**config.mk**
```make
export PLATFORM = sky130hd
export DESIGN_NAME = flip_recovery_sequencer_top_flat
export DESIGN_NICKNAME = d
export VERILOG_FILES = /design/src/rtl/frs_pkg.sv /design/src/rtl/frs_in_if.sv /design/src/rtl/frs_out_if.sv /design/src/rtl/frs_elapsed.sv /design/src/rtl/frs_ramp.sv /design/src/rtl/flip_recovery_sequencer_top.sv /design/src/flat_wrapper.sv
export SDC_FILE = /design/constraint.sdc
export NUM_CORES = 1
export LEC_CHECK = 0
export BUFFER_PORTS_ARGS = -buffer_cell sky130_fd_sc_hd__buf_4
export CAP_MARGIN = 10
export CORE_MARGIN = 2
export CORE_UTILIZATION = 62
export DETAILED_ROUTE_END_ITERATION = 8
export HOLD_SLACK_MARGIN = 0.08
export PLACE_DENSITY = 0.83
export SYNTH_ARGS = -nofsm -noshare
export SYNTH_HDL_FRONTEND = slang
export SYNTH_SLANG_ARGS = --single-unit
export TNS_END_PERCENT = 10
```
**constraint.sdc**
```tcl
create_clock -name clk -period 5.7 [get_ports clk]
set_input_delay 1.71 -clock clk [delete_from_list [all_inputs] [get_ports clk]]
set_output_delay 1.71 -clock clk [all_outputs]
set_load 0.005 [all_outputs]
```
**src/rtl/frs_pkg.sv**
```systemverilog
// Package for the flip recovery sequencer: phase and controller state types,
// output codes, register defaults, status structs and the power cap function.
// No dependencies; the elapsed, ramp and top-level modules and the bench import it.
`default_nettype none

package frs_pkg;

  localparam int TIME_W   = 32;
  localparam int DUR_W    = 16;
  localparam int POWER_W  = 7;
  localparam int HALF_W   = POWER_W - 1;
  localparam int RETRY_W  = 4;
  localparam int PROD_W   = DUR_W + HALF_W;
  localparam int CFG_IDX_W  = 2;
  localparam int CFG_DATA_W = 16;

  localparam logic [CFG_IDX_W-1:0] CFG_START_POWER = 2'd0;
  localparam logic [CFG_IDX_W-1:0] CFG_RAMP_DUR    = 2'd1;
  localparam logic [CFG_IDX_W-1:0] CFG_SPIN_TMO    = 2'd2;
  localparam logic [CFG_IDX_W-1:0] CFG_VERIFY_WAIT = 2'd3;

  localparam logic [POWER_W-1:0] START_POWER_RST = 7'd50;
  localparam logic [DUR_W-1:0]   RAMP_DUR_RST    = 16'd1000;
  localparam logic [DUR_W-1:0]   SPIN_TMO_RST    = 16'd500;
  localparam logic [DUR_W-1:0]   VERIFY_WAIT_RST = 16'd2500;

  localparam logic [POWER_W-1:0] POWER_CAP   = 7'd100;
  localparam logic [RETRY_W-1:0] RETRY_LIMIT = 4'd3;

  localparam logic [1:0] SERVO_NONE    = 2'd0;
  localparam logic [1:0] SERVO_HOLD    = 2'd1;
  localparam logic [1:0] SERVO_RELEASE = 2'd2;

  localparam logic [1:0] OUTC_NONE    = 2'd0;
  localparam logic [1:0] OUTC_UPRIGHT = 2'd1;
  localparam logic [1:0] OUTC_FAILED  = 2'd2;

  typedef enum logic [2:0] {
    PH_IDLE   = 3'd0,
    PH_CHECK  = 3'd1,
    PH_WAIT   = 3'd2,
    PH_SPIN   = 3'd3,
    PH_RAMP   = 3'd4,
    PH_VERIFY = 3'd5
  } phase_t;

  typedef enum logic [1:0] {
    S_IDLE,
    S_TIME,
    S_RAMP,
    S_DONE
  } seq_state_t;

  typedef enum logic [1:0] {
    R_IDLE,
    R_MUL,
    R_DIV
  } ramp_state_t;

  typedef struct packed {
    logic             done;
    logic             gt;
    logic [DUR_W-1:0] diff;
  } elapsed_stat_t;

  typedef struct packed {
    logic              done;
    logic [HALF_W-1:0] quot;
  } ramp_stat_t;

  typedef struct packed {
    logic               drive_valid;
    logic [POWER_W-1:0] drive_power;
    logic [1:0]         servo_cmd;
    logic               side_request;
    logic               running;
    logic [1:0]         outcome;
  } result_t;

  function automatic logic [POWER_W-1:0] cap_power(input logic [POWER_W:0] p);
    cap_power = (p > {1'b0, POWER_CAP}) ? POWER_CAP : p[POWER_W-1:0];
  endfunction

endpackage

`default_nettype wire

```
**src/rtl/frs_in_if.sv**
```systemverilog
// Input channel of the flip recovery sequencer: valid, ready and one tick's
// timestamp and sensor flags. No dependencies.
`default_nettype none

interface frs_in_if;
  logic        valid;
  logic        ready;
  logic        start_req;
  logic [31:0] now_ms;
  logic        lying_on_side;
  logic        upside_down;
  logic        side_recovery_busy;

  modport source (
    output valid, start_req, now_ms, lying_on_side, upside_down, side_recovery_busy,
    input  ready
  );

  modport sink (
    input  valid, start_req, now_ms, lying_on_side, upside_down, side_recovery_busy,
    output ready
  );
endinterface

`default_nettype wire

```
**src/rtl/frs_out_if.sv**
```systemverilog
// Result channel of the flip recovery sequencer: valid, ready and the drive,
// servo, side request and outcome fields of one result. No dependencies.
`default_nettype none

interface frs_out_if;
  logic       valid;
  logic       ready;
  logic       drive_valid;
  logic [6:0] drive_power;
  logic [1:0] servo_cmd;
  logic       side_request;
  logic       running;
  logic [1:0] outcome;

  modport source (
    output valid, drive_valid, drive_power, servo_cmd, side_request, running, outcome,
    input  ready
  );

  modport sink (
    input  valid, drive_valid, drive_power, servo_cmd, side_request, running, outcome,
    output ready
  );
endinterface

`default_nettype wire

```
**src/rtl/frs_elapsed.sv**
```systemverilog
// Bit-serial elapsed time unit: forms now - mark, compares it with a threshold
// and forms threshold - elapsed, one bit per cycle, LSB first. Uses frs_pkg.
`default_nettype none

module frs_elapsed (
  input  wire logic                        clk,
  input  wire logic                        rst_n,
  input  wire logic                        start,
  input  wire logic [frs_pkg::TIME_W-1:0]  now,
  input  wire logic [frs_pkg::TIME_W-1:0]  mark,
  input  wire logic [frs_pkg::DUR_W-1:0]   thr,
  output frs_pkg::elapsed_stat_t           stat
);
  import frs_pkg::*;

  localparam int CNT_W = $clog2(TIME_W);

  logic              busy_r;
  logic              done_r;
  logic [CNT_W-1:0]  cnt_r;
  logic [TIME_W-1:0] a_r;
  logic [TIME_W-1:0] b_r;
  logic [DUR_W-1:0]  t_r;
  logic              bw1_r;
  logic              bw2_r;
  logic              gt_r;
  logic [DUR_W-1:0]  diff_r;

  logic dt_bit;
  logic diff_bit;
  logic bw1_nxt;
  logic bw2_nxt;
  logic gt_nxt;

  always_comb begin
    dt_bit   = a_r[0] ^ b_r[0] ^ bw1_r;
    bw1_nxt  = (~a_r[0] & b_r[0]) | (~a_r[0] & bw1_r) | (b_r[0] & bw1_r);
    gt_nxt   = (dt_bit != t_r[0]) ? dt_bit : gt_r;
    diff_bit = t_r[0] ^ dt_bit ^ bw2_r;
    bw2_nxt  = (~t_r[0] & dt_bit) | (~t_r[0] & bw2_r) | (dt_bit & bw2_r);
  end

  always_ff @(posedge clk) begin
    if (!rst_n) begin
      busy_r <= 1'b0;
      done_r <= 1'b0;
      cnt_r  <= '0;
    end else begin
      done_r <= 1'b0;
      if (start) begin
        busy_r <= 1'b1;
        cnt_r  <= '0;
      end else if (busy_r) begin
        cnt_r <= cnt_r + 1'b1;
        if (cnt_r == CNT_W'(TIME_W - 1)) begin
          busy_r <= 1'b0;
          done_r <= 1'b1;
        end
      end
    end
  end

  always_ff @(posedge clk) begin
    if (start) begin
      a_r   <= now;
      b_r   <= mark;
      t_r   <= thr;
      bw1_r <= 1'b0;
      bw2_r <= 1'b0;
      gt_r  <= 1'b0;
    end else if (busy_r) begin
      a_r   <= {1'b0, a_r[TIME_W-1:1]};
      b_r   <= {1'b0, b_r[TIME_W-1:1]};
      t_r   <= {1'b0, t_r[DUR_W-1:1]};
      bw1_r <= bw1_nxt;
      bw2_r <= bw2_nxt;
      gt_r  <= gt_nxt;
      if (cnt_r < CNT_W'(DUR_W)) begin
        diff_r <= {diff_bit, diff_r[DUR_W-1:1]};
      end
    end
  end

  assign stat.done = done_r;
  assign stat.gt   = gt_r;
  assign stat.diff = diff_r;

endmodule

`default_nettype wire

```
**src/rtl/frs_ramp.sv**
```systemverilog
// Serial ramp power unit: (dur - dt) * half by shift-add, one multiplier bit per
// cycle, then division by dur, one quotient bit per cycle. Uses frs_pkg.
`default_nettype none

module frs_ramp (
  input  wire logic                        clk,
  input  wire logic                        rst_n,
  input  wire logic                        start,
  input  wire logic [frs_pkg::DUR_W-1:0]   diff,
  input  wire logic [frs_pkg::HALF_W-1:0]  half,
  input  wire logic [frs_pkg::DUR_W-1:0]   dur,
  output frs_pkg::ramp_stat_t              stat
);
  import frs_pkg::*;

  localparam int CNT_W = $clog2(HALF_W);

  ramp_state_t       state_r, state_nxt;
  logic [CNT_W-1:0]  cnt_r, cnt_nxt;
  logic              done_nxt, done_r;
  logic [DUR_W-1:0]  mcand_r;
  logic [HALF_W-1:0] mplier_r;
  logic [PROD_W-1:0] acc_r;
  logic [DUR_W-1:0]  dur_r;
  logic [DUR_W-1:0]  rem_r;
  logic [HALF_W-1:0] lo_r;
  logic [HALF_W-1:0] quot_r;

  logic [PROD_W-1:0] acc_nxt;
  logic [DUR_W:0]    trial;
  logic [DUR_W:0]    trial_sub;
  logic              qbit;
  logic              last;

  always_comb begin
    acc_nxt   = {acc_r[PROD_W-2:0], 1'b0}
              + (mplier_r[HALF_W-1] ? {{HALF_W{1'b0}}, mcand_r} : {PROD_W{1'b0}});
    trial     = {rem_r, lo_r[HALF_W-1]};
    trial_sub = trial - {1'b0, dur_r};
    qbit      = (trial >= {1'b0, dur_r});
    last      = (cnt_r == CNT_W'(HALF_W - 1));
  end

  always_comb begin
    state_nxt = state_r;
    cnt_nxt   = cnt_r;
    done_nxt  = 1'b0;
    unique case (state_r)
      R_IDLE: begin
        if (start) begin
          state_nxt = R_MUL;
          cnt_nxt   = '0;
        end
      end
      R_MUL: begin
        cnt_nxt = cnt_r + 1'b1;
        if (last) begin
          state_nxt = R_DIV;
          cnt_nxt   = '0;
        end
      end
      R_DIV: begin
        cnt_nxt = cnt_r + 1'b1;
        if (last) begin
          state_nxt = R_IDLE;
          done_nxt  = 1'b1;
        end
      end
      default: state_nxt = R_IDLE;
    endcase
  end

  always_ff @(posedge clk) begin
    if (!rst_n) begin
      state_r <= R_IDLE;
      cnt_r   <= '0;
      done_r  <= 1'b0;
    end else begin
      state_r <= state_nxt;
      cnt_r   <= cnt_nxt;
      done_r  <= done_nxt;
    end
  end

  always_ff @(posedge clk) begin
    if (state_r == R_IDLE && start) begin
      mcand_r  <= diff;
      mplier_r <= half;
      dur_r    <= dur;
      acc_r    <= '0;
    end else if (state_r == R_MUL) begin
      acc_r    <= acc_nxt;
      mplier_r <= {mplier_r[HALF_W-2:0], 1'b0};
      if (last) begin
        rem_r  <= acc_nxt[PROD_W-1:HALF_W];
        lo_r   <= acc_nxt[HALF_W-1:0];
        quot_r <= '0;
      end
    end else if (state_r == R_DIV) begin
      rem_r  <= qbit ? trial_sub[DUR_W-1:0] : trial[DUR_W-1:0];
      lo_r   <= {lo_r[HALF_W-2:0], 1'b0};
      quot_r <= {quot_r[HALF_W-2:0], qbit};
    end
  end

  assign stat.done = done_r;
  assign stat.quot = quot_r;

endmodule

`default_nettype wire

```
**src/rtl/flip_recovery_sequencer_top.sv**
```systemverilog
// Top level of the flip recovery sequencer: configuration registers, tick
// sequencer, phase state and result register. Uses frs_pkg, frs_in_if,
// frs_out_if, frs_elapsed and frs_ramp.
// An input transfer is followed by the bit-serial elapsed time pass and, when the
// ramp power is computed, the serial multiply and divide before the result is
// registered. A new tick is taken only once the result of the last one has been
// loaded into the output register; the next tick is taken while a result waits
// in the output register.
// Reset (synchronous, active low) restores the register defaults and idles.
`default_nettype none

module flip_recovery_sequencer_top (
  input  wire logic                          clk,
  input  wire logic                          rst_n,
  frs_in_if.sink                             in_chan,
  frs_out_if.source                          out_chan,
  input  wire logic                          cfg_we,
  input  wire logic [frs_pkg::CFG_IDX_W-1:0]  cfg_idx,
  input  wire logic [frs_pkg::CFG_DATA_W-1:0] cfg_wdata
);
  import frs_pkg::*;

  logic [POWER_W-1:0] start_power_r;
  logic [DUR_W-1:0]   ramp_dur_r;
  logic [DUR_W-1:0]   spin_tmo_r;
  logic [DUR_W-1:0]   verify_wait_r;

  seq_state_t         state_r, state_nxt;
  phase_t             phase_r, phase_nxt;
  logic [TIME_W-1:0]  mark_r, mark_nxt;
  logic [RETRY_W-1:0] retry_r, retry_nxt;

  logic               start_r;
  logic [TIME_W-1:0]  now_r;
  logic               side_r;
  logic               upside_r;
  logic               sbusy_r;

  logic               out_valid_r;
  result_t            out_r;
  result_t            res;

  elapsed_stat_t      el;
  ramp_stat_t         rp;

  logic               in_xfer;
  logic               el_start;
  logic               ramp_start;
  logic               need_ramp;
  logic               out_free;
  logic               out_load;
  logic [DUR_W-1:0]   thr;
  logic [HALF_W-1:0]  half;
  logic [RETRY_W:0]   retry_inc;
  logic [POWER_W:0]   retry_power;

  always_ff @(posedge clk) begin
    if (!rst_n) begin
      start_power_r <= START_POWER_RST;
      ramp_dur_r    <= RAMP_DUR_RST;
      spin_tmo_r    <= SPIN_TMO_RST;
      verify_wait_r <= VERIFY_WAIT_RST;
    end else if (cfg_we) begin
      unique case (cfg_idx)
        CFG_START_POWER: start_power_r <= cfg_wdata[POWER_W-1:0];
        CFG_RAMP_DUR:    ramp_dur_r    <= cfg_wdata[DUR_W-1:0];
        CFG_SPIN_TMO:    spin_tmo_r    <= cfg_wdata[DUR_W-1:0];
        CFG_VERIFY_WAIT: verify_wait_r <= cfg_wdata[DUR_W-1:0];
        default: ;
      endcase
    end
  end

  assign in_chan.ready = (state_r == S_IDLE);
  assign in_xfer       = in_chan.valid && in_chan.ready;
  assign el_start      = in_xfer;
  assign half          = start_power_r[POWER_W-1:1];
  assign out_free      = !out_valid_r || out_chan.ready;

  always_comb begin
    case (phase_r)
      PH_SPIN:   thr = spin_tmo_r;
      PH_RAMP:   thr = ramp_dur_r;
      PH_VERIFY: thr = verify_wait_r;
      default:   thr = '0;
    endcase
  end

  assign need_ramp = !start_r && (phase_r == PH_RAMP) && !el.gt && (ramp_dur_r != '0);

  always_comb begin
    state_nxt  = state_r;
    ramp_start = 1'b0;
    out_load   = 1'b0;
    unique case (state_r)
      S_IDLE: begin
        if (in_xfer) state_nxt = S_TIME;
      end
      S_TIME: begin
        if (el.done) begin
          if (need_ramp) begin
            ramp_start = 1'b1;
            state_nxt  = S_RAMP;
          end else begin
            state_nxt = S_DONE;
          end
        end
      end
      S_RAMP: begin
        if (rp.done) state_nxt = S_DONE;
      end
      S_DONE: begin
        if (out_free) begin
          out_load  = 1'b1;
          state_nxt = S_IDLE;
        end
      end
      default: state_nxt = S_IDLE;
    endcase
  end

  always_comb begin
    retry_inc   = {1'b0, retry_r} + 1'b1;
    retry_power = {1'b0, start_power_r}
                + {1'b0, retry_inc, 2'b00} + {3'b000, retry_inc};
  end

  always_comb begin
    res       = '0;
    phase_nxt = phase_r;
    mark_nxt  = mark_r;
    retry_nxt = retry_r;
    if (start_r) begin
      phase_nxt = PH_CHECK;
      retry_nxt = '0;
      mark_nxt  = now_r;
    end else begin
      case (phase_r)
        PH_CHECK, PH_WAIT: begin
          if (phase_r == PH_CHECK && side_r) begin
            res.side_request = 1'b1;
            phase_nxt        = PH_WAIT;
          end else begin
            if (phase_r == PH_CHECK) res.servo_cmd = SERVO_HOLD;
            if (!sbusy_r) begin
              res.drive_valid = 1'b1;
              res.drive_power = cap_power({1'b0, start_power_r});
              mark_nxt        = now_r;
              phase_nxt       = PH_SPIN;
            end
          end
        end
        PH_SPIN: begin
          if (el.gt) begin
            mark_nxt        = now_r;
            phase_nxt       = PH_VERIFY;
            res.drive_valid = 1'b1;
          end
          if (upside_r) begin
            mark_nxt  = now_r;
            phase_nxt = PH_RAMP;
          end
        end
        PH_RAMP: begin
          res.drive_valid = 1'b1;
          if (el.gt) begin
            mark_nxt  = now_r;
            phase_nxt = PH_VERIFY;
          end else if (ramp_dur_r == '0) begin
            res.drive_power = {1'b0, half};
          end else begin
            res.drive_power = {1'b0, rp.quot};
          end
        end
        PH_VERIFY: begin
          if (el.gt) begin
            res.drive_valid = 1'b1;
            if (!upside_r) begin
              res.servo_cmd = SERVO_RELEASE;
              res.outcome   = OUTC_UPRIGHT;
              phase_nxt     = PH_IDLE;
            end else begin
              mark_nxt  = now_r;
              retry_nxt = retry_inc[RETRY_W-1:0];
              if (retry_inc[RETRY_W-1:0] > RETRY_LIMIT) begin
                res.outcome = OUTC_FAILED;
                phase_nxt   = PH_IDLE;
              end else begin
                res.drive_power = cap_power(retry_power);
                res.servo_cmd   = SERVO_HOLD;
              end
            end
          end
        end
        default: ;
      endcase
    end
    res.running = (phase_nxt != PH_IDLE);
  end

  always_ff @(posedge clk) begin
    if (!rst_n) begin
      state_r     <= S_IDLE;
      phase_r     <= PH_IDLE;
      mark_r      <= '0;
      retry_r     <= '0;
      out_valid_r <= 1'b0;
    end else begin
      state_r <= state_nxt;
      if (out_load) begin
        phase_r     <= phase_nxt;
        mark_r      <= mark_nxt;
        retry_r     <= retry_nxt;
        out_valid_r <= 1'b1;
      end else if (out_chan.ready) begin
        out_valid_r <= 1'b0;
      end
    end
  end

  always_ff @(posedge clk) begin
    if (in_xfer) begin
      start_r  <= in_chan.start_req;
      now_r    <= in_chan.now_ms;
      side_r   <= in_chan.lying_on_side;
      upside_r <= in_chan.upside_down;
      sbusy_r  <= in_chan.side_recovery_busy;
    end
    if (out_load) out_r <= res;
  end

  assign out_chan.valid        = out_valid_r;
  assign out_chan.drive_valid  = out_r.drive_valid;
  assign out_chan.drive_power  = out_r.drive_power;
  assign out_chan.servo_cmd    = out_r.servo_cmd;
  assign out_chan.side_request = out_r.side_request;
  assign out_chan.running      = out_r.running;
  assign out_chan.outcome      = out_r.outcome;

  frs_elapsed u_elapsed (
    .clk   (clk),
    .rst_n (rst_n),
    .start (el_start),
    .now   (in_chan.now_ms),
    .mark  (mark_r),
    .thr   (thr),
    .stat  (el)
  );

  frs_ramp u_ramp (
    .clk   (clk),
    .rst_n (rst_n),
    .start (ramp_start),
    .diff  (el.diff),
    .half  (half),
    .dur   (ramp_dur_r),
    .stat  (rp)
  );

  a_ramp_done_in_ramp: assert property (@(posedge clk) disable iff (!rst_n)
    rp.done |-> state_r == S_RAMP)
    else $error("ramp unit finished outside the ramp wait");

  a_quot_bound: assert property (@(posedge clk) disable iff (!rst_n)
    rp.done |-> rp.quot <= half)
    else $error("ramp power exceeds half the start power");

  a_el_done_in_time: assert property (@(posedge clk) disable iff (!rst_n)
    el.done |-> state_r == S_TIME)
    else $error("elapsed time pass finished outside its wait");

  a_outcome_stops: assert property (@(posedge clk) disable iff (!rst_n)
    out_load && res.outcome != OUTC_NONE |-> !res.running && res.drive_power == '0)
    else $error("finished sequence still running or driving");

  a_no_load_when_full: assert property (@(posedge clk) disable iff (!rst_n)
    out_load |-> out_free)
    else $error("result register overwritten before its transfer");

endmodule

`default_nettype wire

```
**src/flat_wrapper.sv**
```systemverilog
// flat-port wrapper written by rule: the top's interface ports become plain ports
module flip_recovery_sequencer_top_flat import frs_pkg::*;
  (clk, rst_n, cfg_we, cfg_idx, cfg_wdata, in_chan_valid, in_chan_start_req, in_chan_now_ms, in_chan_lying_on_side, in_chan_upside_down, in_chan_side_recovery_busy, in_chan_ready, out_chan_valid, out_chan_drive_valid, out_chan_drive_power, out_chan_servo_cmd, out_chan_side_request, out_chan_running, out_chan_outcome, out_chan_ready);
  frs_in_if in_chan_i ();
  frs_out_if out_chan_i ();
  input  wire logic clk;
  input  wire logic rst_n;
  input  wire logic cfg_we;
  input  wire logic [frs_pkg::CFG_IDX_W-1:0] cfg_idx;
  input  wire logic [frs_pkg::CFG_DATA_W-1:0] cfg_wdata;
  input wire logic [$bits(in_chan_i.valid)-1:0] in_chan_valid;
  input wire logic [$bits(in_chan_i.start_req)-1:0] in_chan_start_req;
  input wire logic [$bits(in_chan_i.now_ms)-1:0] in_chan_now_ms;
  input wire logic [$bits(in_chan_i.lying_on_side)-1:0] in_chan_lying_on_side;
  input wire logic [$bits(in_chan_i.upside_down)-1:0] in_chan_upside_down;
  input wire logic [$bits(in_chan_i.side_recovery_busy)-1:0] in_chan_side_recovery_busy;
  output wire logic [$bits(in_chan_i.ready)-1:0] in_chan_ready;
  output wire logic [$bits(out_chan_i.valid)-1:0] out_chan_valid;
  output wire logic [$bits(out_chan_i.drive_valid)-1:0] out_chan_drive_valid;
  output wire logic [$bits(out_chan_i.drive_power)-1:0] out_chan_drive_power;
  output wire logic [$bits(out_chan_i.servo_cmd)-1:0] out_chan_servo_cmd;
  output wire logic [$bits(out_chan_i.side_request)-1:0] out_chan_side_request;
  output wire logic [$bits(out_chan_i.running)-1:0] out_chan_running;
  output wire logic [$bits(out_chan_i.outcome)-1:0] out_chan_outcome;
  input wire logic [$bits(out_chan_i.ready)-1:0] out_chan_ready;
  assign in_chan_i.valid = in_chan_valid;
  assign in_chan_i.start_req = in_chan_start_req;
  assign in_chan_i.now_ms = in_chan_now_ms;
  assign in_chan_i.lying_on_side = in_chan_lying_on_side;
  assign in_chan_i.upside_down = in_chan_upside_down;
  assign in_chan_i.side_recovery_busy = in_chan_side_recovery_busy;
  assign in_chan_ready = in_chan_i.ready;
  assign out_chan_valid = out_chan_i.valid;
  assign out_chan_drive_valid = out_chan_i.drive_valid;
  assign out_chan_drive_power = out_chan_i.drive_power;
  assign out_chan_servo_cmd = out_chan_i.servo_cmd;
  assign out_chan_side_request = out_chan_i.side_request;
  assign out_chan_running = out_chan_i.running;
  assign out_chan_outcome = out_chan_i.outcome;
  assign out_chan_i.ready = out_chan_ready;
  flip_recovery_sequencer_top u_core (.clk(clk), .rst_n(rst_n), .in_chan(in_chan_i), .out_chan(out_chan_i), .cfg_we(cfg_we), .cfg_idx(cfg_idx), .cfg_wdata(cfg_wdata));
endmodule
```
==> key figures <==
Worst setup path
  • CP Launch Type: flop
  • Worst EP required: 6080 ps
  • Largest stage delay, worst path: 480 ps
  • Critical path buffer and inverter count: 2
  • CP cell instances: ha_1 > xor2_1 > inv_1 > fa_1 > inv_1 > fa_1 > a21o_1 > a21oi_1 > o21bai_1 > a21oi_1 > xnor2_1 > or3_1 > o22ai_1
  • CP top delay family: adder cells
  • Worst EP arrival: 4220 ps
  • CP max FO: 7
  • Setup CP Type: reg2reg
  • Worst-path cell with the longest stage delay: fa_1
  • Worst setup EP type: flop

Finish
  • Antenna diode count: 0
  • Post-layout util: 70.69%
  • Share of cells above drive strength 1: 15.50%
  • Commonest non-fill, non-tap cell in the layout: edfxtp_1
  • Syn-to-layout area delta: 12.95%
  • Fillers: 1806
  • Nets: 1605
  • Most frequent cells in the layout: edfxtp_1, nand2_1, dfxtp_1, buf_4

Clock tree
  • Post-CTS Hold Fix Bufs: 0
  • Total CTS buffers: 37
  • CTS clk-pin slew, worst paths: 60 ps
  • CTS tree: done
  • Later-pin clock latency in the skew report: 540 ps
  • Clock sinks: 346
  • Post-CTS setup buffer count: 0
  • CTS root buffer: clkbuf_16
  • Post-CTS sizing: 0
  • H-tree Lvls: 2
  • CTS Buffer Depth: 3

Global routing
  • Gr usage total: 24.48%
  • GR Overflow Total: 0
  • First-pass GRT wire length: 52.81 mm
  • Vias in the first global route: 10600
  • Largest net degree at the start of global routing: 108
  • Initial antenna violation count: 0

Placed design
  • Worst slack at placement: 1936 ps
  • DP HPWL: 21.74 mm
  • Port bufs: 74
  • GPL Wtd Cong: 0.8928

Pwr
  • Part of the power in registers: 47.0%
  • P per Cell Area: 428.4 mW/mm^2
  • Leakage power: 7.292 nW
  • Internal Power: 5.592 mW
  • Sw frac: 28.33%
  • Clock power frac: 31.0%
  • Max IR drop VDD: 0.3694 mV
  • Combinational share of power: 22.0%
  • Switching power: 2.211 mW

Route
  • WL per Instance: 18.01 um
  • ANT nets after route: 0
  • Initial DRC count: 1123
  • Via Count: 10960
  • Via density: 5.943
  • Post-route DRC violation count: 0
  • Detailed Routing Iterations Pass 1: 7
  • Routed Wire Length: 33.23 mm

Run status
  • Status: complete, no violations

Logic synthesis
  • Synth Instances: 1420
  • Syn Nets: 1543
  • Synthesized area: 0.01612 mm^2
  • Avg Inst Size Synth: 11.36 um^2
  • Ys flop type: edfxtp_1
  • Seq cells post-synth: 346
  • Ys async rst share: 0%
  • Share of the synthesized area in the top cell type: 39.48%
  • Sequential area share after synthesis: 56.12%
  • Post-synth EDFFs: 212
  • Area contributors post-synth: edfxtp_1, dfxtp_1, mux2_2, ha_1, mux2i_1
  • Cell taking the most area after synthesis: edfxtp_1
  • Post-synth cell types: 72
  • Synth warn: 0

Timing
  • Period minus WS final: 3838 ps
  • Clk_skew: 33.61 ps
  • PnR worst setup slack: 1862 ps
  • Final setup viols: 0
  • Slew HR: 16.51%
  • Transition time of the tightest slew-check pin: 1248 ps
  • Fmax: 260.6 MHz
  • Hold Slack: 422.5 ps
  • Setup tns final: 0 ps
  • Final hold vios: 0
  • Fin crit share: 67.33%
  • Unrepaired setup endpoints after global routing: no
  • Slew Viols, Final: 0

Floorplanning
  • Die area: 0.02731 mm^2
  • IO Count: 75
  • # rows: 59
  • Die width: 165.3 um
  • Area of the core: 0.02576 mm^2
  • Initial Utilization: 62.59%
  • Die Ht: 165.3 um

Job
  • Max Cap Viol: 0

Hold path
  • Min-Delay Path Class: reg2reg
[flip-flops by register name, indices dropped and copies added (netlist names), 21 cells and up]
name / cells
u_core.now_r: 32
u_core.u_elapsed.a_r: 32
u_core.u_ramp.acc_r: 21
u_core.mark_r: 32
u_core.u_elapsed.b_r: 32
[Yosys cell counts (4+ instances only)]
cell / count
edfxtp_1: 212
a211oi_1: 8
xnor2_1: 20
clkbuf_1: 45
a22oi_1: 16
a31oi_1: 5
a21boi_0: 35
a2111oi_0: 5
nor3b_1: 5
nand3_1: 29
or3_1: 4
mux2_2: 69
nor2_1: 66
mux2i_1: 67
o21ai_0: 55
and3_1: 14
o21bai_1: 6
nor4_1: 9
nor3_1: 14
a21o_1: 17
ha_1: 56
nor2b_1: 61
dfxtp_1: 134
nand4_1: 8
o22ai_1: 8
xor2_1: 15
and2_1: 18
fa_1: 8
nand2b_1: 12
a22o_1: 16
a21oi_1: 69
or2_2: 4
buf_2: 9
buf_1: 9
o21a_1: 9
nand2_1: 169
inv_1: 63
[worst paths after layout]
path,slack (ps),cells past startpoint,startpoint,to
min,420,0,u_core.u_elapsed.diff_r[0]$_DFFE_PP_,u_core.u_ramp.mcand_r[0]$_DFFE_PP_
max reg2reg,1860,13,u_core.retry_r[0]$_SDFFE_PN0P_,u_core.out_chan.drive_power[0]$_SDFFCE_PP0P_
max,1860,13,u_core.retry_r[0]$_SDFFE_PN0P_,u_core.out_chan.drive_power[0]$_SDFFCE_PP0P_
min reg2reg,420,0,u_core.u_elapsed.diff_r[0]$_DFFE_PP_,u_core.u_ramp.mcand_r[0]$_DFFE_PP_
[through the flow]
step	area [um^2]	power (mW)	instances
2_1_floorplan	16120	4.929	1420
3_3_place_gp	16970	5.318	1778
3_5_place_dp	16970	5.417	1778
4_1_cts	18210	7.834	1845
5_1_grt	18210	8.169	1845
6_report	18210	7.803	1845
[cells by family after synthesis]
group	after synthesis	share of synthesized area [%]
muxes	136	8.978
xor gates and xnor gates	35	1.901
AOI/OAI and AO/OA	284	11.83
adders and majority gates	64	5.339
DFF	346	56.12
and+or+nand+nor	423	12.60
buffers and inverters	132	3.236
[layout make-up]
cell class | instances | area, um^2 | share of cell area, %
Clock buffer | 50 | 1057 | 5.805
Clock inverter | 17 | 186.4 | 1.024
Tap cell | 335 | 419.2 | 2.301
Multi-Input combinational cell | 942 | 6585 | 36.16
Inverter | 66 | 247.7 | 1.360
Sequential cell | 346 | 9049 | 49.68
Timing Repair Buffer | 89 | 668.1 | 3.669
[routing by layer]
metal	track usage, %	part of all wire (%)	vias up
met5	0	0	-
met2	41.57	49	334
li1	-	-	5233
met3	4.321	6.3	74
met4	7.826	2.4	0
met1	32.08	42	5323
[power groups by stage]
stage | sequential (mW) | combinational (mW) | clock [mW]
finish | 3.67 | 1.71 | 2.42
global route | 3.72 | 1.90 | 2.55
CTS | 3.67 | 1.72 | 2.45
detailed placement | 3.71 | 1.71 | 0
global placement | 3.69 | 1.63 | 0
floorplan | 3.63 | 1.30 | 0
Power figures use the tool's default switching activity.
